[src/sv/cdff_pkg.sv]
// Shared types, widths and codes for the central-difference face flux block.
// No dependencies; every other file imports this package.
package cdff_pkg;

  localparam int unsigned VAL_W  = 48;
  localparam int unsigned FRAC_W = 24;
  localparam int unsigned COMP_W = 5;
  localparam int unsigned FUNC_W = 2;
  localparam int unsigned OPA_W  = VAL_W + 1;
  localparam int unsigned LO_W   = 24;
  localparam int unsigned PROD_W = OPA_W + VAL_W;
  localparam int unsigned SUM_W  = PROD_W + 2;
  localparam int unsigned NMUL   = 4;

  localparam int unsigned MAX_COMPONENTS = 32;
  localparam logic [COMP_W:0] COMP_LIMIT = (COMP_W + 1)'(MAX_COMPONENTS);

  localparam logic [FUNC_W-1:0] FUNC_AREA  = 2'd0;
  localparam logic [FUNC_W-1:0] FUNC_KIN_L = 2'd1;
  localparam logic [FUNC_W-1:0] FUNC_KIN_R = 2'd2;
  localparam logic [FUNC_W-1:0] FUNC_PAIR  = 2'd3;

  localparam logic [COMP_W-1:0] COMP_MASS   = 5'd0;
  localparam logic [COMP_W-1:0] COMP_MOM_X  = 5'd1;
  localparam logic [COMP_W-1:0] COMP_MOM_Y  = 5'd2;
  localparam logic [COMP_W-1:0] COMP_MOM_Z  = 5'd3;
  localparam logic [COMP_W-1:0] COMP_ENERGY = 5'd4;

  typedef logic signed [VAL_W-1:0] val_t;

  localparam val_t VAL_MAX = {1'b0, {(VAL_W-1){1'b1}}};
  localparam val_t VAL_MIN = {1'b1, {(VAL_W-1){1'b0}}};

  typedef enum logic [2:0] {
    K_AREA,
    K_KIN_L,
    K_KIN_R,
    K_MOM,
    K_ENERGY,
    K_SPECIES
  } kind_e;

  typedef struct packed {
    kind_e             kind;
    logic [COMP_W-1:0] comp;
  } meta_t;

  typedef struct packed {
    logic [NMUL-1:0][OPA_W-1:0] a;
    logic [NMUL-1:0][VAL_W-1:0] b;
    meta_t                      meta;
  } opnd_t;

  typedef struct packed {
    logic [NMUL-1:0][2*LO_W-1:0] ll;
    logic [NMUL-1:0][2*LO_W:0]   lh;
    logic [NMUL-1:0][2*LO_W+1:0] hl;
    logic [NMUL-1:0][2*LO_W:0]   hh;
    meta_t                       meta;
  } part_t;

  typedef struct packed {
    logic [NMUL-1:0][PROD_W-1:0] p;
    meta_t                       meta;
  } prod_t;

  typedef struct packed {
    val_t  flux;
    val_t  mass;
    meta_t meta;
  } rnd_t;

  typedef struct packed {
    logic we;
    logic right;
    val_t value;
  } ufwr_t;

  function automatic logic [OPA_W-1:0] ext_opa(input val_t v);
    return {v[VAL_W-1], v};
  endfunction

  function automatic logic is_kin(input kind_e k);
    return (k == K_KIN_L) || (k == K_KIN_R);
  endfunction

endpackage

[src/sv/cdff_out.sv]
// Mass flux accumulator and result register; a z momentum item yields its
// momentum word and then the mass word. Depends on cdff_pkg.
module cdff_out import cdff_pkg::*; (
  input  logic              clk_i,
  input  logic              rst_ni,
  input  logic              valid_i,
  output logic              ready_o,
  input  rnd_t              rnd_i,
  output logic              out_valid_o,
  input  logic              out_stall_i,
  output logic [COMP_W-1:0] flux_index_o,
  output val_t              flux_value_o,
  output logic              last_o
);

  logic              v6_q;
  logic              sel_q;
  logic              two_q;
  logic [COMP_W-1:0] idx_q;
  val_t              flux_q;
  val_t              mass_out_q;
  val_t              mass_q;

  logic              emits;
  logic              two;
  logic              take;
  logic              done;
  logic              free;
  logic              load;
  logic              step;
  logic [VAL_W:0]    mass_add;
  val_t              mass_new;

  assign emits = (rnd_i.meta.kind == K_MOM) || (rnd_i.meta.kind == K_ENERGY) ||
                 (rnd_i.meta.kind == K_SPECIES);
  assign two   = (rnd_i.meta.kind == K_MOM) && (rnd_i.meta.comp == COMP_MOM_Z);
  assign take  = v6_q && !out_stall_i;
  assign done  = take && (sel_q || !two_q);
  assign free  = !v6_q || done;
  assign ready_o = !emits || free;
  assign step  = valid_i && ready_o;
  assign load  = step && emits;

  assign mass_add = {mass_q[VAL_W-1], mass_q} + {rnd_i.mass[VAL_W-1], rnd_i.mass};
  assign mass_new = (mass_add[VAL_W] != mass_add[VAL_W-1]) ?
                    (mass_add[VAL_W] ? VAL_MIN : VAL_MAX) : mass_add[VAL_W-1:0];

  always_ff @(posedge clk_i or negedge rst_ni) begin
    if (!rst_ni) begin
      v6_q   <= 1'b0;
      sel_q  <= 1'b0;
      mass_q <= '0;
    end else begin
      if (load) begin
        v6_q  <= 1'b1;
        sel_q <= 1'b0;
      end else if (done) begin
        v6_q <= 1'b0;
      end else if (take) begin
        sel_q <= 1'b1;
      end
      if (step && (rnd_i.meta.kind == K_AREA)) begin
        mass_q <= '0;
      end else if (step && (rnd_i.meta.kind == K_MOM)) begin
        mass_q <= two ? '0 : mass_new;
      end
    end
  end

  always_ff @(posedge clk_i) begin
    if (load) begin
      two_q      <= two;
      idx_q      <= rnd_i.meta.comp;
      flux_q     <= rnd_i.flux;
      mass_out_q <= mass_new;
    end
  end

  assign out_valid_o  = v6_q;
  assign flux_index_o = sel_q ? COMP_MASS : idx_q;
  assign flux_value_o = sel_q ? mass_out_q : flux_q;
  assign last_o       = sel_q || !two_q;

endmodule

[config.mk]
export PLATFORM = sky130hd
export DESIGN_NAME = cdff_out
export DESIGN_NICKNAME = d
export VERILOG_FILES = /design/src/sv/cdff_pkg.sv /design/src/sv/cdff_out.sv
export SDC_FILE = /design/constraint.sdc
export NUM_CORES = 1
export LEC_CHECK = 0
export BUFFER_PORTS_ARGS = -buffer_cell sky130_fd_sc_hd__clkbuf_2
export CAP_MARGIN = 20
export CORE_MARGIN = 4
export CORE_UTILIZATION = 60
export CTS_BUF_LIST = sky130_fd_sc_hd__clkbuf_4 sky130_fd_sc_hd__clkbuf_8
export DETAILED_ROUTE_END_ITERATION = 7
export PLACE_DENSITY = 0.85
export SLEW_MARGIN = 20
export SYNTH_ARGS = -nofsm -noshare
export SYNTH_HDL_FRONTEND = slang
export SYNTH_SLANG_ARGS = --single-unit
[constraint.sdc]
create_clock -name clk_i -period 6.4 [get_ports clk_i]
set_clock_uncertainty 0.1 [all_clocks]
set_input_delay 1.28 -clock clk_i [delete_from_list [all_inputs] [get_ports clk_i]]
set_output_delay 1.28 -clock clk_i [all_outputs]
set_load 0.01 [all_outputs]
# After elaboration in Yosys (flattened, before gate mapping)

Index checks and enable logic that the tools add are counted.

Flip-flop bits (word level): 152
Input bits: 108
Output and inout bits: 56
Logic and storage cells: 47

$add $sub $neg: 1
Eq/ne operators: 6
Muxes and demuxes: 12
Reduce and logical (&&, ||, !) cells: 21

Operators by type and width:

| operator           | count |
|---|---|
| $mux 48            | 6 |
| $add 48x48->49     | 1 |
| $logic_and 1x1->1  | 7 |
| $eq 3x3->1 const B | 2 |
| $reduce_bool 2->1  | 3 |
| $eq 5x2->1 const B | 1 |
| $logic_or 1x1->1   | 5 |
| $mux 1             | 5 |
| $mux 5             | 1 |
| $logic_not 1->1    | 4 |
| $eq 3x2->1 const B | 1 |
| $logic_not 3->1    | 1 |
| $ne 2x1->1 const B | 1 |
| $reduce_and 2->1   | 1 |
| $ne 1x1->1         | 1 |

# Longest topological paths before layout

Depth after elaboration: 9
Mapped depth: 14
Gate-level depth less buffers: 12

# Worst setup path after synthesis

No wires, ideal clock.

Path kind: in2reg
Start: input rnd_i[6] (netlist name)
End: register flux_q[0], enable pin
Library setup time: 0.474 ns
Arrival time: 3.975 ns
Required time: 5.826 ns
Path slack: 1.851 ns
Stages on the path: 3
Buffers on the path: 0
Cells stage by stage: nand2_1 mux2i_1 and3_1

Longest elaborated chain between the ends: 7

RTL lines:

| item                                            | RTL line       | text |
|---|---|---|
| start, declared                                 | cdff_out.sv:8  | `input rnd_t rnd_i,` |
| $eq 3x2->1 / $eq 3x3->1 (equally long branches) | cdff_out.sv:34 | `assign emits = (rnd_i.meta.kind == K_MOM) \|\| (rnd_i.meta.kind == K_ENERGY) \|\|` |
| $logic_or 1x1->1                                | cdff_out.sv:34 |  |
| $logic_or 1x1->1 *                              | cdff_out.sv:34 |  |
| $logic_not 1->1                                 | cdff_out.sv:40 | `assign ready_o = !emits \|\| free;` |
| $logic_or 1x1->1                                | cdff_out.sv:40 |  |
| $logic_and 1x1->1                               | cdff_out.sv:41 | `assign step = valid_i && ready_o;` |
| $logic_and 1x1->1 *                             | cdff_out.sv:42 | `assign load = step && emits;` |
| named net load                                  | cdff_out.sv:29 | `logic load;` |
| end signal, assigned                            | cdff_out.sv:74 | `flux_q <= rnd_i.flux;` |
| end, declared                                   | cdff_out.sv:20 | `val_t flux_q;` |

The timed path passes the listed nets; every way through them passes the cells marked *.
A chain may end at the register's enable or synchronous reset.

# Final worst setup path

Start: input rnd_i[8] (netlist name)
End: register mass_q[35]

Longest elaborated chain between the ends: 6

RTL lines:

| item                                         | RTL line                       | text |
|---|---|---|
| $add 48x48->49 *                             | cdff_out.sv:44                 | `assign mass_add = {mass_q[VAL_W-1], mass_q} + {rnd_i.mass[VAL_W-1], rnd_i.mass};` |
| $mux 48 / $ne 1x1->1 (equally long branches) | cdff_out.sv:46, cdff_out.sv:45 |  |
| $mux 48 *                                    | cdff_out.sv:45                 | `assign mass_new = (mass_add[VAL_W] != mass_add[VAL_W-1]) ?` |
| $mux 48 *                                    | cdff_out.sv:65                 | `mass_q <= two ? '0 : mass_new;` |
| $mux 48 *                                    | cdff_out.sv:64                 | `end else if (step && (rnd_i.meta.kind == K_MOM)) begin` |
| $mux 48 *                                    | cdff_out.sv:62                 | `if (step && (rnd_i.meta.kind == K_AREA)) begin` |
| end signal, assigned                         | cdff_out.sv:65                 |  |
| end, declared                                | cdff_out.sv:22                 | `val_t mass_q;` |

Every way passes the cells marked *; elsewhere a longest branch is shown, timed or not. The select of a mux whose other input is x is not followed.

==> flow_summary.ini <==
[critical_path]
r2r_slack_ps = 2380
path_cells = clkbuf_2, ha_1, inv_1, fa_1, nand2b_1, a21oi_1, o21ai_1, a2111oi_2, o211ai_1, a21oi_4, buf_4, and2_1, buf_4, a31oi_1, o21ai_0
start_kind = primary input
critPathMaxStageDelay_ps = 520
crit_type = in2reg
crit_start = rnd_i[8]
cpMostUsedCell = buf_4
r2r_end = mass_q[35]
cp_top_family = compound AO/OA/AOI/OAI gates
cpMaxStageDelayCell = a21oi_4
critPathMaxFanout = 20
cp-end-kind = flop
crit_buf_inv = 4
critPathRequiredTime_ps = 6680
reg2reg_from = mass_q[0]
r2r_cells = 14
worst_ep_arrival_time_ps = 4830

[clock_network]
cts_sinks = 152
clock_path_buffers = 2
cts_htree_levels = 4
clkTransAtPathRegs_ps = 90
numCtsBuffers = 17
insertion_delay_ps = 470
root_buffer = clkbuf_8
cts_tree = built
cts.hold.buffers_added = 0
cts_setup_buffers = 0
postCtsResizedCells = 0

[outcome]
outcome = complete, no violations

[synth]
yosysMostFrequentCell = edfxtp_1
synth_area_leader_cell = edfxtp_1
netlist_area_mm2 = 0.00917
synth_nets = 1041
yosys_register_bits = 152
synthCells = 884
synth-main-ff-cell = edfxtp_1
yosys_warnings = 0
synth_cell_types = 75
ys_seq_area_frac = 0.471
async_flop_share = 0.329
syn_avg_cell_area_um2 = 10.4
yosys.area.top_type_share = 0.334
yosys-top-cells-area = edfxtp_1 (33%), dfrtp_1 (14%), ha_1 (6.6%)
yosys-top-cells-count = edfxtp_1 (102), a21oi_1 (80), nand2_1 (80)
synth_edf_count = 102

[timing]
post-route-period-util = 0.712
relSlewSlack = 0.410
rsz0062_at_grt = no
slew_violations = 0
hold_slack_ps = 395
worst_pin_slew_ps = 886
fin_crit_ps = 4550
finalHoldViolations = 0
fmax_mhz = 220
fin_setup_tns_ps = 0
setup_violations = 0

[hold_path]
min_path_cells = 2
holdPathEnd = mass_q[27]
holdCritPathClass = reg2reg
hold_path_startpoint = mass_q[27]

[global_routing]
grt_pass1_wl_mm = 37.7
gr-total-overflow = 0
grt_use_total = 0.268
antenna_found_initial = 0
grt_max_degree = 65
grt_pass1_vias = 7559

[floorplan]
die_w_um = 132
coreArea_mm2 = 0.0148
die_area_mm2 = 0.0173
io_pins = 164
start_util = 0.621
rows = 44
die_h_um = 132

[final_layout]
n_antenna_cell = 0
drive_above_1_share = 0.263
area_delta_synth_final_pct = 13.8
nets = 1181

[drt]
first_pass_iters = 5
drt_wl_total_mm = 22.9
drt-wirelength-per-cell_um = 18.8
initialDrtViolationCount = 707
remaining_drc_errors = 0
vias = 7467
ant_nets = 0
vias_per_cell = 6.12

[power]
power.density_mw_per_mm2 = 488
p_leak_nw = 4.42
vdd_drop_max_mv = 0.270

[flow_run]
maxCapViolations = 0

[placed_design]
dp_hpwl_mm = 16.6
io_buffers = 163
gp_congestion = 0.934
[report_power, final]
group          switching, mW  internal [mW]  total (mW)
Combinational           1.76           1.10        2.86
Clock                  0.398          0.321       0.719
Sequential             0.107           1.41        1.52
[worst register-to-register path, stage by stage, from the launching register on]
cell and delay (ps):
dfrtp_1 360, ha_1 210, inv_1 70, fa_1 400, nand2b_1 180, a21oi_1 170, o21ai_1 160, a2111oi_2 380
o211ai_1 250, a21oi_4 520, buf_4 370, and2_1 190, buf_4 270, a31oi_1 100, o21ai_0 210
[cells in the final DEF, fill, tap and decap left out, types with 13 or more instances in the layout]
cell | Yosys | routed
clkbuf_8 | 0 | 17
dfrtp_1 | 50 | 49
mux2_2 | 48 | 48
o21ai_1 | 40 | 40
inv_1 | 22 | 22
clkbuf_2 | 2 | 163
a21o_1 | 16 | 16
edfxtp_1 | 102 | 102
xor2_1 | 14 | 14
ha_1 | 48 | 48
o21a_1 | 13 | 13
nor2_1 | 76 | 76
a21oi_1 | 80 | 80
xnor2_1 | 28 | 28
maj3_1 | 25 | 25
nand4_1 | 17 | 17
o21ai_0 | 37 | 37
nand2_1 | 80 | 80
[area by class of cell]
| class | instances | area (µm²) |
|---|---|---|
| Fill cell | 1100 | 4320 |
| Clock buffer | 18 | 241 |
| Clock inverter | 14 | 139 |
| Sequential cell | 152 | 4320 |
| Tap cell | 184 | 230 |
| Timing Repair Buffer | 172 | 883 |
| Inverter | 22 | 82.6 |
| Multi-Input combinational cell | 659 | 4540 |
[worst max-delay path by stage]
| stage | to | cells after the start |
|---|---|---|
| 3_3_place_gp | mass_q[23] | 11 |
| 4_1_cts | mass_q[35] | 15 |
| 6_report | mass_q[35] | 15 |
| 3_5_place_dp | mass_q[25] | 15 |
| 5_1_grt | mass_q[35] | 15 |
| 2_1_floorplan | flux_q[0] | 3 |
[per-stage QoR]
step | instances | worst slack, ps | area [µm²] | util | power (mW)
after floorplan | 884 | 1850 | 9170 | - | 3.65
after global routing | 1221 | 1660 | 10400 | 0.707 | 5.45
after detailed placement | 1189 | 1420 | 10100 | 0.681 | 4.33
final | 1221 | 1850 | 10400 | 0.707 | 5.09
after CTS | 1221 | 1900 | 10400 | 0.707 | 5.07
after global placement | 1189 | 1380 | 10000 | 0.681 | 4.27
[sequential cells by signal (all words and copies together), names as in the netlist]
signal and cells:
flux_q 48, idx_q 5, mass_out_q 48, mass_q 48
out_valid_o 1, sel_q 1, two_q 1
[cell families (layout without fill, tap and decap cells)]
| group | count (synthesis) | count (layout) | share of synthesized area |
|---|---|---|---|
| adders and majority gates | 74 | 74 | 0.0950 |
| and+or+nand+nor | 242 | 242 | 0.123 |
| AOI/OAI and AO/OA | 250 | 250 | 0.173 |
| buffers and inverters | 73 | 226 | 0.0360 |
| muxes | 51 | 51 | 0.0624 |
| xor gates and xnor gates | 42 | 42 | 0.0401 |
| DFF | 152 | 152 | 0.471 |
[metal layers]
layer / global-route usage / share of wire / up-vias
li1: - / - / 3532
met1: 0.357 / 0.44 / 3557
met2: 0.433 / 0.48 / 323
met3: 0.0593 / 0.063 / 55
met4: 0.103 / 0.024 / 0
met5: 0 / 0 / -
Note: power is estimated with default switching activity, not from simulation.
