`src/sv/cdff_pkg.sv`:
```
// Shared types, widths and codes for the central-difference face flux block.
// No dependencies; every other file imports this package.
package cdff_pkg;

  localparam int unsigned VAL_W  = 48;
  localparam int unsigned FRAC_W = 24;
  localparam int unsigned COMP_W = 5;
  localparam int unsigned FUNC_W = 2;
  localparam int unsigned OPA_W  = VAL_W + 1;
  localparam int unsigned LO_W   = 24;
  localparam int unsigned PROD_W = OPA_W + VAL_W;
  localparam int unsigned SUM_W  = PROD_W + 2;
  localparam int unsigned NMUL   = 4;

  localparam int unsigned MAX_COMPONENTS = 32;
  localparam logic [COMP_W:0] COMP_LIMIT = (COMP_W + 1)'(MAX_COMPONENTS);

  localparam logic [FUNC_W-1:0] FUNC_AREA  = 2'd0;
  localparam logic [FUNC_W-1:0] FUNC_KIN_L = 2'd1;
  localparam logic [FUNC_W-1:0] FUNC_KIN_R = 2'd2;
  localparam logic [FUNC_W-1:0] FUNC_PAIR  = 2'd3;

  localparam logic [COMP_W-1:0] COMP_MASS   = 5'd0;
  localparam logic [COMP_W-1:0] COMP_MOM_X  = 5'd1;
  localparam logic [COMP_W-1:0] COMP_MOM_Y  = 5'd2;
  localparam logic [COMP_W-1:0] COMP_MOM_Z  = 5'd3;
  localparam logic [COMP_W-1:0] COMP_ENERGY = 5'd4;

  typedef logic signed [VAL_W-1:0] val_t;

  localparam val_t VAL_MAX = {1'b0, {(VAL_W-1){1'b1}}};
  localparam val_t VAL_MIN = {1'b1, {(VAL_W-1){1'b0}}};

  typedef enum logic [2:0] {
    K_AREA,
    K_KIN_L,
    K_KIN_R,
    K_MOM,
    K_ENERGY,
    K_SPECIES
  } kind_e;

  typedef struct packed {
    kind_e             kind;
    logic [COMP_W-1:0] comp;
  } meta_t;

  typedef struct packed {
    logic [NMUL-1:0][OPA_W-1:0] a;
    logic [NMUL-1:0][VAL_W-1:0] b;
    meta_t                      meta;
  } opnd_t;

  typedef struct packed {
    logic [NMUL-1:0][2*LO_W-1:0] ll;
    logic [NMUL-1:0][2*LO_W:0]   lh;
    logic [NMUL-1:0][2*LO_W+1:0] hl;
    logic [NMUL-1:0][2*LO_W:0]   hh;
    meta_t                       meta;
  } part_t;

  typedef struct packed {
    logic [NMUL-1:0][PROD_W-1:0] p;
    meta_t                       meta;
  } prod_t;

  typedef struct packed {
    val_t  flux;
    val_t  mass;
    meta_t meta;
  } rnd_t;

  typedef struct packed {
    logic we;
    logic right;
    val_t value;
  } ufwr_t;

  function automatic logic [OPA_W-1:0] ext_opa(input val_t v);
    return {v[VAL_W-1], v};
  endfunction

  function automatic logic is_kin(input kind_e k);
    return (k == K_KIN_L) || (k == K_KIN_R);
  endfunction

endpackage

```
`src/sv/cdff_round.sv`:
```
// Sum of products, round half up, arithmetic shift and saturation to Q23.24.
// Writes normal velocities back to the front stage. Depends on cdff_pkg.
module cdff_round import cdff_pkg::*; (
  input  logic  clk_i,
  input  logic  rst_ni,
  input  logic  valid_i,
  output logic  ready_o,
  input  prod_t prod_i,
  output logic  valid_o,
  input  logic  ready_i,
  output rnd_t  rnd_o,
  output ufwr_t ufwr_o,
  output logic  kin_busy_o
);

  localparam logic signed [SUM_W-1:0] HALF_KIN  = SUM_W'(1) << (FRAC_W - 1);
  localparam logic signed [SUM_W-1:0] HALF_FLUX = SUM_W'(1) << FRAC_W;

  logic s5_v_q;
  rnd_t s5_q;
  rnd_t rnd_d;
  logic s5_ready;
  logic kin;
  logic signed [SUM_W-1:0] flux_sum;
  logic signed [SUM_W-1:0] mass_sum;

  function automatic val_t round_sat(input logic signed [SUM_W-1:0] v, input logic k);
    logic signed [SUM_W-1:0] r;
    logic signed [SUM_W-1:0] s;
    r = v + (k ? HALF_KIN : HALF_FLUX);
    s = k ? (r >>> FRAC_W) : (r >>> (FRAC_W + 1));
    if ((&s[SUM_W-1:VAL_W-1]) || !(|s[SUM_W-1:VAL_W-1])) begin
      return s[VAL_W-1:0];
    end
    return s[SUM_W-1] ? VAL_MIN : VAL_MAX;
  endfunction

  assign kin      = is_kin(prod_i.meta.kind);
  assign flux_sum = SUM_W'($signed(prod_i.p[0])) + SUM_W'($signed(prod_i.p[1])) +
                    SUM_W'($signed(prod_i.p[2]));
  assign mass_sum = SUM_W'($signed(prod_i.p[3]));

  always_comb begin
    rnd_d.meta = prod_i.meta;
    rnd_d.flux = round_sat(flux_sum, kin);
    rnd_d.mass = round_sat(mass_sum, 1'b0);
  end

  assign s5_ready = !s5_v_q || ready_i;
  assign ready_o  = s5_ready;

  always_ff @(posedge clk_i or negedge rst_ni) begin
    if (!rst_ni) begin
      s5_v_q <= 1'b0;
    end else if (s5_ready) begin
      s5_v_q <= valid_i;
    end
  end

  always_ff @(posedge clk_i) begin
    if (valid_i && s5_ready) begin
      s5_q <= rnd_d;
    end
  end

  assign valid_o      = s5_v_q;
  assign rnd_o        = s5_q;
  assign ufwr_o.we    = s5_v_q && ready_i && is_kin(s5_q.meta.kind);
  assign ufwr_o.right = (s5_q.meta.kind == K_KIN_R);
  assign ufwr_o.value = s5_q.flux;
  assign kin_busy_o   = s5_v_q && is_kin(s5_q.meta.kind);

endmodule

```
`config.mk`:
```
export PLATFORM = sky130hd
export DESIGN_NAME = cdff_round
export DESIGN_NICKNAME = d
export VERILOG_FILES = /design/src/sv/cdff_pkg.sv /design/src/sv/cdff_round.sv
export SDC_FILE = /design/constraint.sdc
export NUM_CORES = 1
export LEC_CHECK = 0
export ABC_AREA = 1
export BUFFER_PORTS_ARGS = -buffer_cell sky130_fd_sc_hd__buf_2
export CAP_MARGIN = 0
export CORE_AREA = 2 2 214 216
export CTS_CLUSTER_SIZE = 10
export DETAILED_ROUTE_END_ITERATION = 16
export DIE_AREA = 0 0 216 218
export PLACE_DENSITY = 0.78
export SLEW_MARGIN = 20
export SYNTH_ARGS = -nofsm -noshare
export SYNTH_HDL_FRONTEND = slang
export SYNTH_SLANG_ARGS = --single-unit
export TNS_END_PERCENT = 50
```
`constraint.sdc`:
```
create_clock -name clk_i -period 5.7 [get_ports clk_i]
set_input_delay 0.285 -clock clk_i [delete_from_list [all_inputs] [get_ports clk_i]]
set_output_delay 0.285 -clock clk_i [all_outputs]
set_load 0.02 [all_outputs]
```
== Yosys cells after proc, flatten, opt, wreduce, memory -nomap -nowiden ==
Cells that the tools add are included.

* Add/subtract/negate cells: 4
* Multiply operators: 0
* Divide/modulo/power cells: 0
* Order comparisons: 0
* Eq/ne operators: 4
* Shift operators: 0
* Muxes and demuxes: 10
* Bitwise gates (word level): 0
* Reductions and logical operators: 16

{| class="wikitable"
|+ Operators with widths
! kind !! count
|-
| 48-bit two-way mux || 6
|-
| 98-bit by 97-bit adder with 99-bit output || 1
|-
| 99-bit by 26-bit adder with 99-bit output || 1
|-
| 97-bit by 26-bit adder with 98-bit output, second input constant || 1
|-
| 97-bit by 97-bit adder with 98-bit output || 1
|-
| 74-bit two-way mux || 1
|-
| 52-bit AND reduction || 1
|-
| 52-bit OR reduction || 1
|-
| 27-bit AND reduction || 1
|-
| 27-bit OR reduction || 1
|-
| 25-bit two-way mux || 1
|-
| 3-bit by 1-bit equality test with 1-bit output, second input constant || 2
|-
| 3-bit by 2-bit equality test with 1-bit output, second input constant || 2
|-
| 1-bit logical OR || 5
|-
| 1-bit logical AND || 4
|-
| 1-bit zero test || 3
|-
| 1-bit two-way mux || 2
|}

* Register bits: 105
* Bits in latches: 0
* RAM bits: 0
* ROM bits: 0
* Input port bits: 400
* Output and inout bits: 157
* Logic and storage cells: 39
* Memories kept: 0

== Depth between registers and ports, before layout ==
* Depth in word-level cells: 10
* Depth in mapped cells: 36
* Gate-level depth less buffers: 31

== Worst setup path after synthesis ==
OpenSTA, ideal clock, no wires.

* Kind: register -> register
* Start: register s5_v_q, in the netlist valid_o
* End: register s5_q (netlist bit rnd_o[0]), enable pin
* Library setup time: 601 ps
* Arrival time: 5546 ps
* Required time: 5099 ps
* Setup slack: -447 ps
* Stages on the path, launching flop included: 2
* Buffers on the path: 0
* Clock period less this slack: 6147 ps
* Path through: dfrtp_1 -> a21oi_1

* Word-level cells in the longest chain between the ends: 3

{| class="wikitable"
|+ Ends and longest elaborated chain
! item !! RTL line !! source
|-
| from (decl) || cdff_round.sv:19 || <nowiki>logic s5_v_q;</nowiki>
|-
| from (signal assigned) || cdff_round.sv:56 || <nowiki>s5_v_q <= valid_i;</nowiki>
|-
| 1-bit zero test || cdff_round.sv:49 || <nowiki>assign s5_ready = !s5_v_q || ready_i;</nowiki>
|-
| 1-bit logical OR || cdff_round.sv:49 ||
|-
| 1-bit logical AND || cdff_round.sv:61 || <nowiki>if (valid_i && s5_ready) begin</nowiki>
|-
| to (signal assigned) || cdff_round.sv:62 || <nowiki>s5_q <= rnd_d;</nowiki>
|-
| to (decl) || cdff_round.sv:20 || <nowiki>rnd_t s5_q;</nowiki>
|}

Every way passes these cells.
A chain may end at the register's enable or synchronous reset.

==> flow_summary.html <==
<table>
<tr><th>Metric</th><th>Value</th></tr>
<tr><th colspan="2">Global route</th></tr>
<tr><td>Met3 layer usage reported by global route</td><td>0.0318</td></tr>
<tr><td>Wire length of the first global-routing pass</td><td>129000 microns</td></tr>
<tr><td>Layer with the highest usage after global routing</td><td>met2</td></tr>
<tr><td>Number of antenna violations at the first check in global routing</td><td>4</td></tr>
<tr><td>Global Route met1 Usage</td><td>0.456</td></tr>
<tr><td>Overall routing resource usage</td><td>0.357</td></tr>
<tr><td>Maximum number of pins on one net before global-route repair</td><td>61</td></tr>
<tr><td>GRT met2 Usage</td><td>0.615</td></tr>
<tr><td>Vias in the first global route</td><td>23100</td></tr>
<tr><td>GRT overflow</td><td>0</td></tr>
<tr><th colspan="2">Layout</th></tr>
<tr><td>Layout overhead on the synthesized area</td><td>14.5%</td></tr>
<tr><td>Most common cell after layout, fill and taps aside</td><td>nand2_1</td></tr>
<tr><td>Layout fillers</td><td>4761</td></tr>
<tr><td>Share of cells above drive strength 1</td><td>0.139</td></tr>
<tr><td>Post-Route Utilization</td><td>0.565</td></tr>
<tr><td>Final net count</td><td>4958</td></tr>
<tr><td>Most used cells in the layout excluding fill and tap cells</td><td>1440 x nand2_1, 898 x inv_1, 532 x buf_2</td></tr>
<tr><th colspan="2">Place</th></tr>
<tr><td>HPWL Detailed</td><td>76200 microns</td></tr>
<tr><td>Global placement routability congestion</td><td>1.06</td></tr>
<tr><td>Port bufs</td><td>532</td></tr>
<tr><th colspan="2">Route</th></tr>
<tr><td>Routed WL per cell</td><td>17.5 microns</td></tr>
<tr><td>Via density per instance</td><td>5.03</td></tr>
<tr><td>DR iter-0 viols</td><td>1923</td></tr>
<tr><td>First-pass DRT Iterations</td><td>8</td></tr>
<tr><td>Via count</td><td>24500</td></tr>
<tr><td>Routed wire length</td><td>85400 microns</td></tr>
<tr><td>Post-route DRC violation count</td><td>0</td></tr>
<tr><td>Post-route ant nets</td><td>0</td></tr>
<tr><th colspan="2">Clocking</th></tr>
<tr><td>Clock slew seen by the registers of the worst setup and hold paths</td><td>0.07 ns</td></tr>
<tr><td>PostCTS Resize Cnt</td><td>0</td></tr>
<tr><td>Root Buffer Master</td><td>clkbuf_16</td></tr>
<tr><td>Clock tree from TritonCTS</td><td>yes</td></tr>
<tr><td>CTS buffer count</td><td>9</td></tr>
<tr><td>Maximum root-to-sink buffer count</td><td>2</td></tr>
<tr><td>CTS sink cnt</td><td>105</td></tr>
<tr><td>Count of H-tree levels built during CTS</td><td>3</td></tr>
<tr><td>Worst skew pair latency</td><td>0.38 ns</td></tr>
<tr><th colspan="2">Power and ir drop</th></tr>
<tr><td>Leakage component of the power</td><td>0.0152 uW</td></tr>
<tr><td>Pwr Density</td><td>246 mW/mm^2</td></tr>
<tr><td>Peak supply drop</td><td>0.201 mV</td></tr>
<tr><th colspan="2">Worst setup path</th></tr>
<tr><td>Required time at the endpoint of the critical path</td><td>5.82 ns</td></tr>
<tr><td>Endpoint class of the critical path</td><td>flop</td></tr>
<tr><td>Type of the worst setup path</td><td>input port to flop</td></tr>
<tr><td>Data arrival time at the worst-slack endpoint</td><td>4.66 ns</td></tr>
<tr><td>Maximum fanout count along the critical path</td><td>47</td></tr>
<tr><td>Worst Setup Start Kind</td><td>input port</td></tr>
<tr><th colspan="2">Yosys</th></tr>
<tr><td>Post-Syn Area per Cell</td><td>5.82 sq um</td></tr>
<tr><td>Area fraction of the dominant cell type after synthesis</td><td>0.245</td></tr>
<tr><td>Register bit total from synthesis</td><td>105</td></tr>
<tr><td>Synthesis warning total</td><td>0</td></tr>
<tr><td>Most used flip-flop cell after synthesis</td><td>edfxtp_1</td></tr>
<tr><td>Number of different library cells in the post-synthesis netlist</td><td>39</td></tr>
<tr><td>Synthesized netlist cell count</td><td>3804</td></tr>
<tr><td>Async set or reset register ratio after synthesis</td><td>0.00952</td></tr>
<tr><td>Post-Syn Nets</td><td>4493</td></tr>
<tr><td>Cell type with the highest aggregate area in the netlist</td><td>nand2_1</td></tr>
<tr><td>Sequential share of the synthesized area</td><td>0.142</td></tr>
<tr><td>Top area cells in the synthesized netlist</td><td>nand2_1 24%, inv_1 15%, edfxtp_1 14%</td></tr>
<tr><td>Post-synth EDFFs</td><td>104</td></tr>
<tr><td>Area of the mapped netlist</td><td>0.0221 sq mm</td></tr>
<tr><th colspan="2">Floorplan</th></tr>
<tr><td>Starting density of the core</td><td>0.493</td></tr>
<tr><td>Height of the die</td><td>218 microns</td></tr>
<tr><td>Die boundary width</td><td>216 microns</td></tr>
<tr><td>Full die area</td><td>0.0471 sq mm</td></tr>
<tr><td>Top-Level Pins</td><td>557</td></tr>
<tr><td>Number of rows in the core area</td><td>78</td></tr>
<tr><td>Area inside the core boundary</td><td>0.0449 sq mm</td></tr>
<tr><th colspan="2">Timing</th></tr>
<tr><td>Worst Max-Slew Pin Slew</td><td>0.906 ns</td></tr>
<tr><td>Endpoints failing setup</td><td>0</td></tr>
<tr><td>Final critical delay including setup and external delays</td><td>4.53 ns</td></tr>
<tr><td>Fmax</td><td>0.221 GHz</td></tr>
<tr><td>Setup repair after global routing missed its margin</td><td>false</td></tr>
<tr><td>Final period utilization</td><td>0.795</td></tr>
<tr><td>Sum of negative setup slack</td><td>0 ns</td></tr>
<tr><td>Final setup skew</td><td>0.0185 ns</td></tr>
<tr><td>Relative max-transition margin</td><td>0.394</td></tr>
<tr><td>Slew Viols, Final</td><td>0</td></tr>
<tr><td>Final Hold Viols</td><td>0</td></tr>
<tr><th colspan="2">Run</th></tr>
<tr><td>Number of maximum-capacitance constraint violations</td><td>0</td></tr>
<tr><th colspan="2">Min path</th></tr>
<tr><td>Path type of the worst min-delay path</td><td>input port to flop</td></tr>
<tr><th colspan="2">Status</th></tr>
<tr><td>Status</td><td>finished clean</td></tr>
</table>
==> kinds of logic (layout without fill, tap and decap cells) <==
| family | Yosys count | after routing | synth area share |
|---|---|---|---|
| and+or+nand+nor | 2136 | 2136 | 0.393 |
| other | 0 | 3 | 0 |
| buffers and inverters | 995 | 1465 | 0.182 |
| AOI/OAI and AO/OA | 156 | 156 | 0.0374 |
| xor gates and xnor gates | 117 | 117 | 0.0463 |
| DFF | 105 | 105 | 0.142 |
| adders and majority gates | 289 | 289 | 0.196 |
| muxes | 6 | 6 | 0.00271 |
==> metrics by stage <==
stage / instance area [sq um] / cells / worst slack, ns / power, uW / hold slack [ns]
finish: 25300 / 4877 / 1.17 / 6230 / 0.0922
global route: 25300 / 4877 / 0.905 / 6790 / 0.0852
CTS: 25300 / 4874 / 1.28 / 6160 / 0.0766
detailed placement: 25000 / 4857 / 0.901 / 5520 / 0.0630
global placement: 25000 / 4857 / 0.922 / 5500 / 0.0604
floorplan: 22100 / 3804 / 1.39 / 4150 / -0.0106
==> layer usage <==
| layer | routed length [microns] | vias to the layer above | part of all wire |
|---|---|---|---|
| li1 | - | 12300 | - |
| met1 | 36000 | 11100 | 0.42 |
| met2 | 39800 | 964 | 0.47 |
| met3 | 5710 | 140 | 0.067 |
| met4 | 3840 | 0 | 0.045 |
| met5 | 0 | - | 0 |
==> path summary, 6_finish.rpt <==
kind / start / to / slack (ns) / cells past startpoint
max in group asynchronous: rst_ni / valid_o$_DFFE_PN0N_ / 5.42 / 2
min in group asynchronous: rst_ni / valid_o$_DFFE_PN0N_ / 0.20 / 2
setup / recovery: prod_i[32] / rnd_o[63]$_DFFE_PP_ / 1.17 / 24
setup reg to reg: valid_o$_DFFE_PN0N_ / rnd_o[80]$_DFFE_PP_ / 3.41 / 3
hold reg to reg: valid_o$_DFFE_PN0N_ / valid_o$_DFFE_PN0N_ / 0.66 / 2
hold / removal: prod_i[3] / rnd_o[3]$_DFFE_PP_ / 0.09 / 1
==> flip-flops by register name (all words and copies together) (netlist names) <==
name and count:
rnd_o 104, valid_o 1
==> Yosys cell counts, types with 5 or more instances <==
cell type  number
ha_1          192
buf_4          51
nor2_1        306
a21oi_1        78
edfxtp_1      104
buf_1           5
nor3_1         65
nor2_2         11
o21ai_0        53
xor2_1         75
clkbuf_1       14
buf_6          13
nand4_1        72
nand2_1      1442
nand3_1       211
buf_2           5
xnor2_1        42
inv_2           8
a31oi_1        12
nor3_2          7
nor4_1          8
fa_1           97
mux2i_1         6
o21bai_1        8
inv_1         898
==> critical path: stages <==
cell	delay [ns]
buf_2	0.08
inv_1	0.04
fa_1	0.50
fa_1	0.55
inv_1	0.04
ha_1	0.36
nand2_1	0.12
nor2_1	0.25
nand2_1	0.20
inv_1	0.12
nand2_1	0.09
nor2_1	0.29
nand3_1	0.25
nand4_1	0.18
nand3_1	0.13
nand2_1	0.11
nand2_1	0.05
nor2_1	0.19
nand2_1	0.14
nor2_1	0.12
nand2_1	0.09
nand3_2	0.12
buf_12	0.22
nand2_1	0.09
==> final cells by class <==
cell class,count,area [sq um],share of cell area
inverter,907,3400,0.134
clock buffer,9,225,0.00888
timing repair buffer,542,2770,0.109
multi-input combinational,2704,15000,0.591
antenna,3,7.51,0.000296
sequential,105,3150,0.124
tap,600,751,0.0296
clock inverter,7,70.1,0.00276
==> what timing repair did <==
item,4_1_cts,5_1_grt
endpoints found under the hold margin,1,0
buffers inserted,0,0
hold buffers,1,0
==> where the power goes <==
part / switching (uW) / leakage, uW / internal, uW
clock network: 318 / 0.000147 / 309
registers: 49.8 / 0.00101 / 975
logic: 3130 / 0.0141 / 1450
No activity file was read; power rests on OpenSTA's default activity.
