**config.mk**
```make
export PLATFORM = sky130hd
export DESIGN_NAME = cdff_front
export DESIGN_NICKNAME = d
export VERILOG_FILES = /design/src/sv/cdff_pkg.sv /design/src/sv/cdff_front.sv
export SDC_FILE = /design/constraint.sdc
export NUM_CORES = 2
export LEC_CHECK = 0
export ABC_CLOCK_PERIOD_IN_PS = 14700
export BUFFER_PORTS_ARGS = -buffer_cell sky130_fd_sc_hd__buf_2
export CELL_PAD_IN_SITES_DETAIL_PLACEMENT = 1
export CELL_PAD_IN_SITES_GLOBAL_PLACEMENT = 1
export CORE_ASPECT_RATIO = 0.7
export CORE_UTILIZATION = 32
export DETAILED_ROUTE_END_ITERATION = 8
export PLACE_DENSITY = 0.64
export SLEW_MARGIN = 20
export SYNTH_ARGS = -nofsm -noshare
export SYNTH_HDL_FRONTEND = slang
export SYNTH_SLANG_ARGS = --single-unit
```
**constraint.sdc**
```tcl
create_clock -name clk_i -period 14.7 [get_ports clk_i]
set_input_delay 2.205 -clock clk_i [delete_from_list [all_inputs] [get_ports clk_i]]
set_output_delay 2.205 -clock clk_i [all_outputs]
set_load 0.01 [all_outputs]
```
**src/sv/cdff_pkg.sv**
```systemverilog
// Shared types, widths and codes for the central-difference face flux block.
// No dependencies; every other file imports this package.
package cdff_pkg;

  localparam int unsigned VAL_W  = 48;
  localparam int unsigned FRAC_W = 24;
  localparam int unsigned COMP_W = 5;
  localparam int unsigned FUNC_W = 2;
  localparam int unsigned OPA_W  = VAL_W + 1;
  localparam int unsigned LO_W   = 24;
  localparam int unsigned PROD_W = OPA_W + VAL_W;
  localparam int unsigned SUM_W  = PROD_W + 2;
  localparam int unsigned NMUL   = 4;

  localparam int unsigned MAX_COMPONENTS = 32;
  localparam logic [COMP_W:0] COMP_LIMIT = (COMP_W + 1)'(MAX_COMPONENTS);

  localparam logic [FUNC_W-1:0] FUNC_AREA  = 2'd0;
  localparam logic [FUNC_W-1:0] FUNC_KIN_L = 2'd1;
  localparam logic [FUNC_W-1:0] FUNC_KIN_R = 2'd2;
  localparam logic [FUNC_W-1:0] FUNC_PAIR  = 2'd3;

  localparam logic [COMP_W-1:0] COMP_MASS   = 5'd0;
  localparam logic [COMP_W-1:0] COMP_MOM_X  = 5'd1;
  localparam logic [COMP_W-1:0] COMP_MOM_Y  = 5'd2;
  localparam logic [COMP_W-1:0] COMP_MOM_Z  = 5'd3;
  localparam logic [COMP_W-1:0] COMP_ENERGY = 5'd4;

  typedef logic signed [VAL_W-1:0] val_t;

  localparam val_t VAL_MAX = {1'b0, {(VAL_W-1){1'b1}}};
  localparam val_t VAL_MIN = {1'b1, {(VAL_W-1){1'b0}}};

  typedef enum logic [2:0] {
    K_AREA,
    K_KIN_L,
    K_KIN_R,
    K_MOM,
    K_ENERGY,
    K_SPECIES
  } kind_e;

  typedef struct packed {
    kind_e             kind;
    logic [COMP_W-1:0] comp;
  } meta_t;

  typedef struct packed {
    logic [NMUL-1:0][OPA_W-1:0] a;
    logic [NMUL-1:0][VAL_W-1:0] b;
    meta_t                      meta;
  } opnd_t;

  typedef struct packed {
    logic [NMUL-1:0][2*LO_W-1:0] ll;
    logic [NMUL-1:0][2*LO_W:0]   lh;
    logic [NMUL-1:0][2*LO_W+1:0] hl;
    logic [NMUL-1:0][2*LO_W:0]   hh;
    meta_t                       meta;
  } part_t;

  typedef struct packed {
    logic [NMUL-1:0][PROD_W-1:0] p;
    meta_t                       meta;
  } prod_t;

  typedef struct packed {
    val_t  flux;
    val_t  mass;
    meta_t meta;
  } rnd_t;

  typedef struct packed {
    logic we;
    logic right;
    val_t value;
  } ufwr_t;

  function automatic logic [OPA_W-1:0] ext_opa(input val_t v);
    return {v[VAL_W-1], v};
  endfunction

  function automatic logic is_kin(input kind_e k);
    return (k == K_KIN_L) || (k == K_KIN_R);
  endfunction

endpackage

```
**src/sv/cdff_front.sv**
```systemverilog
// Input register, face state (area, pressures, normal velocities) and operand
// selection for the four multipliers. Depends on cdff_pkg.
module cdff_front import cdff_pkg::*; (
  input  logic              clk_i,
  input  logic              rst_ni,
  input  logic              in_valid_i,
  output logic              in_stall_o,
  input  logic [FUNC_W-1:0] func_i,
  input  val_t              area_x_i,
  input  val_t              area_y_i,
  input  val_t              area_z_i,
  input  val_t              vel_x_i,
  input  val_t              vel_y_i,
  input  val_t              vel_z_i,
  input  val_t              pressure_i,
  input  logic [COMP_W-1:0] component_i,
  input  val_t              left_value_i,
  input  val_t              right_value_i,
  input  ufwr_t             ufwr_i,
  input  logic              kin_busy_i,
  output logic              opnd_valid_o,
  input  logic              opnd_ready_i,
  output opnd_t             opnd_o
);

  logic              s1_v_q;
  logic [FUNC_W-1:0] s1_func_q;
  logic [COMP_W-1:0] s1_comp_q;
  val_t              s1_vel_q [3];
  val_t              s1_left_q;
  val_t              s1_right_q;

  val_t              area_q [3];
  val_t              pl_q;
  val_t              pr_q;
  val_t              ufl_q;
  val_t              ufr_q;

  logic              s2_v_q;
  opnd_t             s2_q;
  opnd_t             opnd_d;

  logic              accept;
  logic              keep;
  logic              s1_ready;
  logic              s1_adv;
  logic              s2_ready;
  logic              hazard;
  val_t              area_sel;

  assign keep = (func_i != FUNC_PAIR) ||
                ((component_i != COMP_MASS) && ({1'b0, component_i} < COMP_LIMIT));

  assign s2_ready   = !s2_v_q || opnd_ready_i;
  assign hazard     = (s1_func_q == FUNC_PAIR) &&
                      (kin_busy_i || (s2_v_q && is_kin(s2_q.meta.kind)));
  assign s1_adv     = s1_v_q && s2_ready && !hazard;
  assign s1_ready   = !s1_v_q || s1_adv;
  assign in_stall_o = !s1_ready;
  assign accept     = in_valid_i && s1_ready;

  always_ff @(posedge clk_i or negedge rst_ni) begin
    if (!rst_ni) begin
      s1_v_q <= 1'b0;
    end else if (s1_ready) begin
      s1_v_q <= accept && keep;
    end
  end

  always_ff @(posedge clk_i) begin
    if (accept) begin
      s1_func_q   <= func_i;
      s1_comp_q   <= component_i;
      s1_vel_q[0] <= vel_x_i;
      s1_vel_q[1] <= vel_y_i;
      s1_vel_q[2] <= vel_z_i;
      s1_left_q   <= left_value_i;
      s1_right_q  <= right_value_i;
    end
  end

  // Area and pressure are taken at acceptance; normal velocity comes back from rounding.
  always_ff @(posedge clk_i or negedge rst_ni) begin
    if (!rst_ni) begin
      for (int i = 0; i < 3; i++) begin
        area_q[i] <= '0;
      end
      pl_q  <= '0;
      pr_q  <= '0;
      ufl_q <= '0;
      ufr_q <= '0;
    end else begin
      if (accept && (func_i == FUNC_AREA)) begin
        area_q[0] <= area_x_i;
        area_q[1] <= area_y_i;
        area_q[2] <= area_z_i;
      end
      if (accept && (func_i == FUNC_KIN_L)) begin
        pl_q <= pressure_i;
      end
      if (accept && (func_i == FUNC_KIN_R)) begin
        pr_q <= pressure_i;
      end
      if (ufwr_i.we && !ufwr_i.right) begin
        ufl_q <= ufwr_i.value;
      end
      if (ufwr_i.we && ufwr_i.right) begin
        ufr_q <= ufwr_i.value;
      end
    end
  end

  always_comb begin
    case (s1_comp_q)
      COMP_MOM_X: area_sel = area_q[0];
      COMP_MOM_Y: area_sel = area_q[1];
      COMP_MOM_Z: area_sel = area_q[2];
      default:    area_sel = '0;
    endcase
  end

  always_comb begin
    opnd_d           = '0;
    opnd_d.meta.comp = s1_comp_q;
    case (s1_func_q)
      FUNC_AREA: begin
        opnd_d.meta.kind = K_AREA;
      end
      FUNC_KIN_L, FUNC_KIN_R: begin
        opnd_d.meta.kind = (s1_func_q == FUNC_KIN_L) ? K_KIN_L : K_KIN_R;
        for (int i = 0; i < 3; i++) begin
          opnd_d.a[i] = ext_opa(area_q[i]);
          opnd_d.b[i] = s1_vel_q[i];
        end
      end
      FUNC_PAIR: begin
        if ((s1_comp_q == COMP_MOM_X) || (s1_comp_q == COMP_MOM_Y) ||
            (s1_comp_q == COMP_MOM_Z)) begin
          opnd_d.meta.kind = K_MOM;
        end else if (s1_comp_q == COMP_ENERGY) begin
          opnd_d.meta.kind = K_ENERGY;
        end else begin
          opnd_d.meta.kind = K_SPECIES;
        end
        opnd_d.a[0] = ext_opa(s1_right_q);
        opnd_d.a[1] = ext_opa(s1_left_q);
        if (s1_comp_q == COMP_ENERGY) begin
          opnd_d.a[0] = ext_opa(s1_right_q) + ext_opa(pr_q);
          opnd_d.a[1] = ext_opa(s1_left_q) + ext_opa(pl_q);
        end
        opnd_d.b[0] = ufr_q;
        opnd_d.b[1] = ufl_q;
        opnd_d.a[2] = (opnd_d.meta.kind == K_MOM) ? ext_opa(pl_q) + ext_opa(pr_q) : '0;
        opnd_d.b[2] = area_sel;
        opnd_d.a[3] = ext_opa(s1_right_q) + ext_opa(s1_left_q);
        opnd_d.b[3] = area_sel;
      end
      default: begin
        opnd_d.meta.kind = K_AREA;
      end
    endcase
  end

  always_ff @(posedge clk_i or negedge rst_ni) begin
    if (!rst_ni) begin
      s2_v_q <= 1'b0;
    end else if (s2_ready) begin
      s2_v_q <= s1_adv;
    end
  end

  always_ff @(posedge clk_i) begin
    if (s1_adv) begin
      s2_q <= opnd_d;
    end
  end

  assign opnd_valid_o = s2_v_q;
  assign opnd_o       = s2_q;

endmodule

```
Word level (Yosys, flattened, before mapping)
Memory sizes are Yosys's and may differ from the RTL's.
Cells that the tools add are included.
Widths: inputs -> output; s select.
- add/sub/neg operators: 4
- multipliers: 0
- divide/modulo/power cells: 0
- order comparisons: 0
- eq/ne operators: 13
- shift operators: 0
- multiplexer cells: 12
- bitwise gates (word level): 0
- reduce and logical (&&, ||, !) cells: 27
- operators with widths (kind ; count):
    $pmux 147 s2 ; 1
    $pmux 144 s2 ; 1
    $add 48x48->49 ; 4
    $pmux 48 s3 ; 1
    $mux 98 ; 1
    $mux 49 ; 1
    $logic_and 1x1->1 ; 11
    $eq 5x2->1 const B ; 2
    $pmux 3 s3 ; 1
    $logic_or 1x1->1 ; 7
    $eq 2x2->1 const B ; 3
    $eq 3x2->1 const B ; 2
    $mux 3 ; 2
    $eq 5x1->1 const B ; 1
    $eq 5x3->1 const B ; 1
    $logic_not 1->1 ; 5
    $reduce_bool 5->1 ; 1
    $eq 2x1->1 const B ; 2
    $logic_not 2->1 ; 2
    $eq 3x1->1 const B ; 1
    $mux 1 ; 3
    $mux 2 ; 1
    $ne 2x2->1 const B ; 1
    $reduce_or 2->1 ; 1
- bits in registers: 837
- bits in latches: 0
- RAM bits: 144
- memory bits (read-only): 0
- input port bits: 494
- output and inout bits: 398
- logic and storage cells: 80
- memories kept: 1
- memories (name ; depth ; bits a word ; rd ports ; clocked after Yosys merged registers in ; wr ports ; line ; RTL):
    s1_vel_q ; 3 ; 48 ; 3 ; 0 ; 3 ; cdff_front.sv:29 ; val_t s1_vel_q [3];

Logic depth before layout (Yosys ltp)
- depth in word-level cells: 11
- gate-level depth with buffers: 13
- mapped depth without buffers: 13

Least setup slack after synthesis
OpenSTA, ideal clock, no wires.
- kind: input to register
- start point: input kin_busy_i
- end point: register s2_q (netlist bit opnd_o[0]) (enable)
- library setup time: 0.813 ns
- arrival time: 11.509 ns
- required time: 13.887 ns
- path slack: 2.378 ns
- stages: 2
- path through: o21ai_0 and3_1
- word-level cells in the longest chain between the ends: 4
- ends and longest elaborated chain (item ; line ; RTL):
    start: declaration ; cdff_front.sv:20 ; input logic kin_busy_i,
    $logic_or 1x1->1 ; cdff_front.sv:56 ; (kin_busy_i || (s2_v_q && is_kin(s2_q.meta.kind)));
    $logic_and 1x1->1 ; cdff_front.sv:55 ; assign hazard = (s1_func_q == FUNC_PAIR) &&
    $logic_not 1->1 ; cdff_front.sv:57 ; assign s1_adv = s1_v_q && s2_ready && !hazard;
    $logic_and 1x1->1 ; cdff_front.sv:57 ;
    via s1_adv ; cdff_front.sv:46 ; logic s1_adv;
    end signal: assignment ; cdff_front.sv:174 ; s2_q <= opnd_d;
    end: declaration ; cdff_front.sv:40 ; opnd_t s2_q;
The timed path passes the listed nets, and every way through them passes these cells.
A chain may end at the register's enable or synchronous reset.

Worst setup path in the final report
- start point: input kin_busy_i
- end point: register area_q[107] (netlist bit)
- word-level cells in the longest chain between the ends: 7
- ends and longest elaborated chain (item ; line ; RTL):
    $logic_or 1x1->1 ; cdff_front.sv:56 ;
    $logic_and 1x1->1 ; cdff_front.sv:55 ;
    $logic_not 1->1 ; cdff_front.sv:57 ;
    $logic_and 1x1->1 ; cdff_front.sv:57 ;
    $logic_or 1x1->1 ; cdff_front.sv:58 ; assign s1_ready = !s1_v_q || s1_adv;
    $logic_and 1x1->1 ; cdff_front.sv:60 ; assign accept = in_valid_i && s1_ready;
    $logic_and 1x1->1 ; cdff_front.sv:93 ; if (accept && (func_i == FUNC_AREA)) begin
    end: declaration ; cdff_front.sv:33 ; val_t area_q [3];
Every way passes these cells.

==> flow_summary.json <==
{
  "htreeDepth": 3,
  "cts_buffers": 102,
  "worst_pin_slew_ps": 1270,
  "synth_ff_type": "edfxtp_1",
  "cp_slowest_cell": "buf_4",
  "drt-wirelength-per-cell_um": 30.5,
  "cts_tree": "done",
  "arrival_ps": 5970,
  "ys_seq_elements": 981,
  "maxSlewViolCount": 0,
  "rsz0062_at_grt": "false",
  "port_buffers": 891,
  "grt-ovfl-total": 0,
  "final_cell_mix": "buf_2, edfxtp_1, mux2_2, nor2_1, dfrtp_1",
  "cts_hold_buf": 0,
  "drt_wl_total_mm": 210,
  "gp_routability_congestion": 0.931,
  "pin_count": 892,
  "setup_slack_ps": 9350,
  "synth_cells": 3956,
  "setup-violations-final": 0,
  "final_common_cell": "buf_2",
  "critPathTopFamily": "buffers and inverters",
  "die-area_um2": 152000,
  "dp_slack_ps": 8660,
  "synth.avg_cell_area_um2": 12.2,
  "drv_cap": 0,
  "dp_hpwl_mm": 161,
  "drtIter0Drc": 3845,
  "cts_sinks": 981,
  "grt_antenna_before_repair": 105,
  "seq_area_frac_synth_pct": 57.6,
  "synth.cell_area_um2": 48200,
  "period_share_pct": 36.4,
  "async_reset_ff_share_pct": 34.5,
  "fill_cells": 16200,
  "crit_end": "area_q[107]",
  "rrSetupSlack_ps": 10210,
  "initial_utilization_pct": 32.4,
  "power_density_nw_per_um2": 163,
  "firstDrtPassIters": 7,
  "grt_pass1_vias": 37400,
  "relSlewSlack_pct": 14.6,
  "cp_data_required_time_ps": 15320,
  "grtUsageTotal_pct": 26.8,
  "post-cts-setup-buffer-count": 0,
  "grt_max_degree": 150,
  "cpPeakStageDelay_ps": 890,
  "multi_input_area_um2": 19500,
  "path_clk_slew_ps": 60,
  "tns_ps": 0,
  "min_path_type": "flop to flop",
  "status": "complete, no violations",
  "yosysWarnings": 0,
  "critPathKind": "input port to flop",
  "drive_above_1_share_pct": 31.1,
  "crit_fanout": 70,
  "worstReg2RegEnd": "area_q[107]",
  "placed_area_um2": 54800,
  "crit_top_cell": "nand2_1",
  "worst_r2r_startpoint": "opnd_o[6]",
  "coreArea_um2": 149000,
  "worst-path-stages": 9,
  "clock_path_buffers": 3,
  "postRouteAntennaNets": 0,
  "grt_pass1_wl_mm": 290,
  "path_cells": "buf_2 -> o21ai_0 -> nand2_1 -> nand2_1 -> nand2_1 -> nor3_2 -> buf_4 -> buf_4 -> mux2_2",
  "drc": 0,
  "setup.worst_path.start_class": "input port",
  "clk_latency_ps": 800,
  "ir_worst_vdd_v": 0.000116,
  "leakage_nw": 24.2,
  "yosysUniqueCellTypes": 85,
  "vias": 37900,
  "die_x_um": 466,
  "via_per_inst": 5.50,
  "max_freq_mhz": 187,
  "seqCellArea_um2": 27800,
  "period_needed_ps": 5350,
  "syn_nets": 4648,
  "nets": 5472,
  "startpoint": "kin_busy_i",
  "rows": 118,
  "whs_ps": 502,
  "syn2layout_area_growth_pct": 21.0,
  "synth_edf_count": 643,
  "ff2ff_path_depth": 10,
  "fp.dieH_um": 327,
  "worst-path-buf-inv": 3,
  "cts.repair.resized": 0,
  "final_cell_area_um2": 58300,
  "skew_ps": 93.3,
  "critPathCaptureType": "flop",
  "hold_violations": 0,
  "cts-root-buf": "clkbuf_16"
}
[final cells by class]
cell class | count | share of cell area (%)
Sequential cell | 981 | 47.6
Clock buffer | 133 | 4.79
Clock inverter | 58 | 1.09
Multi-Input combinational cell | 2715 | 33.5
Tap cell | 1980 | 4.25
Timing Repair Buffer | 931 | 8.24
Antenna cell | 44 | 0.189
Inverter | 49 | 0.328
[power breakdown]
group	internal, mW	total, mW	switching, mW
Combinational	1.12	2.89	1.77
Clock	1.47	2.69	1.22
Sequential	3.44	3.90	0.455
[Yosys cell counts, drive strengths merged, types with 44 or more instances]
| library cell | n | area (µm²) |
|---|---|---|
| nand2 | 234 | 878 |
| o21ai | 201 | 1010 |
| xor2 | 62 | 543 |
| edfxtp | 643 | 19300 |
| a22oi | 230 | 1730 |
| ha | 194 | 2430 |
| inv | 49 | 184 |
| clkbuf | 179 | 672 |
| dfrtp | 338 | 8460 |
| xnor2 | 104 | 911 |
| mux2 | 385 | 4340 |
| a21oi | 280 | 1400 |
| and2 | 54 | 338 |
| a21o | 137 | 1030 |
| nand4 | 44 | 275 |
| nor2 | 360 | 1360 |
[worst min path at each step]
stage / start / end / slack, ps / cells after the start
6_report: s1_comp_q[4] / opnd_o[4] / 500 / 0
5_1_grt: ufr_q[18] / ufr_q[18] / 520 / 1
4_1_cts: s1_comp_q[4] / opnd_o[4] / 500 / 0
3_5_place_dp: s1_comp_q[4] / opnd_o[4] / 490 / 0
3_3_place_gp: s1_comp_q[4] / opnd_o[4] / 480 / 0
2_1_floorplan: s1_comp_q[4] / opnd_o[4] / 450 / 0
[through the flow]
step	power (mW)	utilization [%]	std cells
2_1_floorplan	5.60	-	3956
3_3_place_gp	6.72	36.8	6656
3_5_place_dp	6.77	36.8	6656
4_1_cts	9.49	39.1	6847
5_1_grt	9.89	39.2	6880
6_report	9.48	39.2	6891
[layer usage]
layer	vias up	part of all wire (%)	GRT usage, %
met2	1503	42	37.8
met1	19500	47	40.0
met5	-	0.11	0
li1	16600	-	-
met3	355	7.0	5.47
met4	36	3.8	10.3
[registers in the layout, indices dropped and copies added (netlist names)]
register	cells
pl_q	48
ufl_q	48
opnd_valid_o	1
s1_func_q	2
s1_left_q	48
s1_vel_q	144
s1_right_q	48
ufr_q	48
area_q	144
s1_comp_q	5
pr_q	48
s1_v_q	1
opnd_o	396
[logic make-up after synthesis]
group | Yosys count | share of synthesized area, %
compound gates | 1072 | 14.5
simple gates | 887 | 8.44
fa+ha+maj | 198 | 5.21
mux | 392 | 9.15
xor+xnor | 166 | 3.02
flops | 981 | 57.6
buf+inv | 260 | 2.05
(Power assumes the default switching activity.)
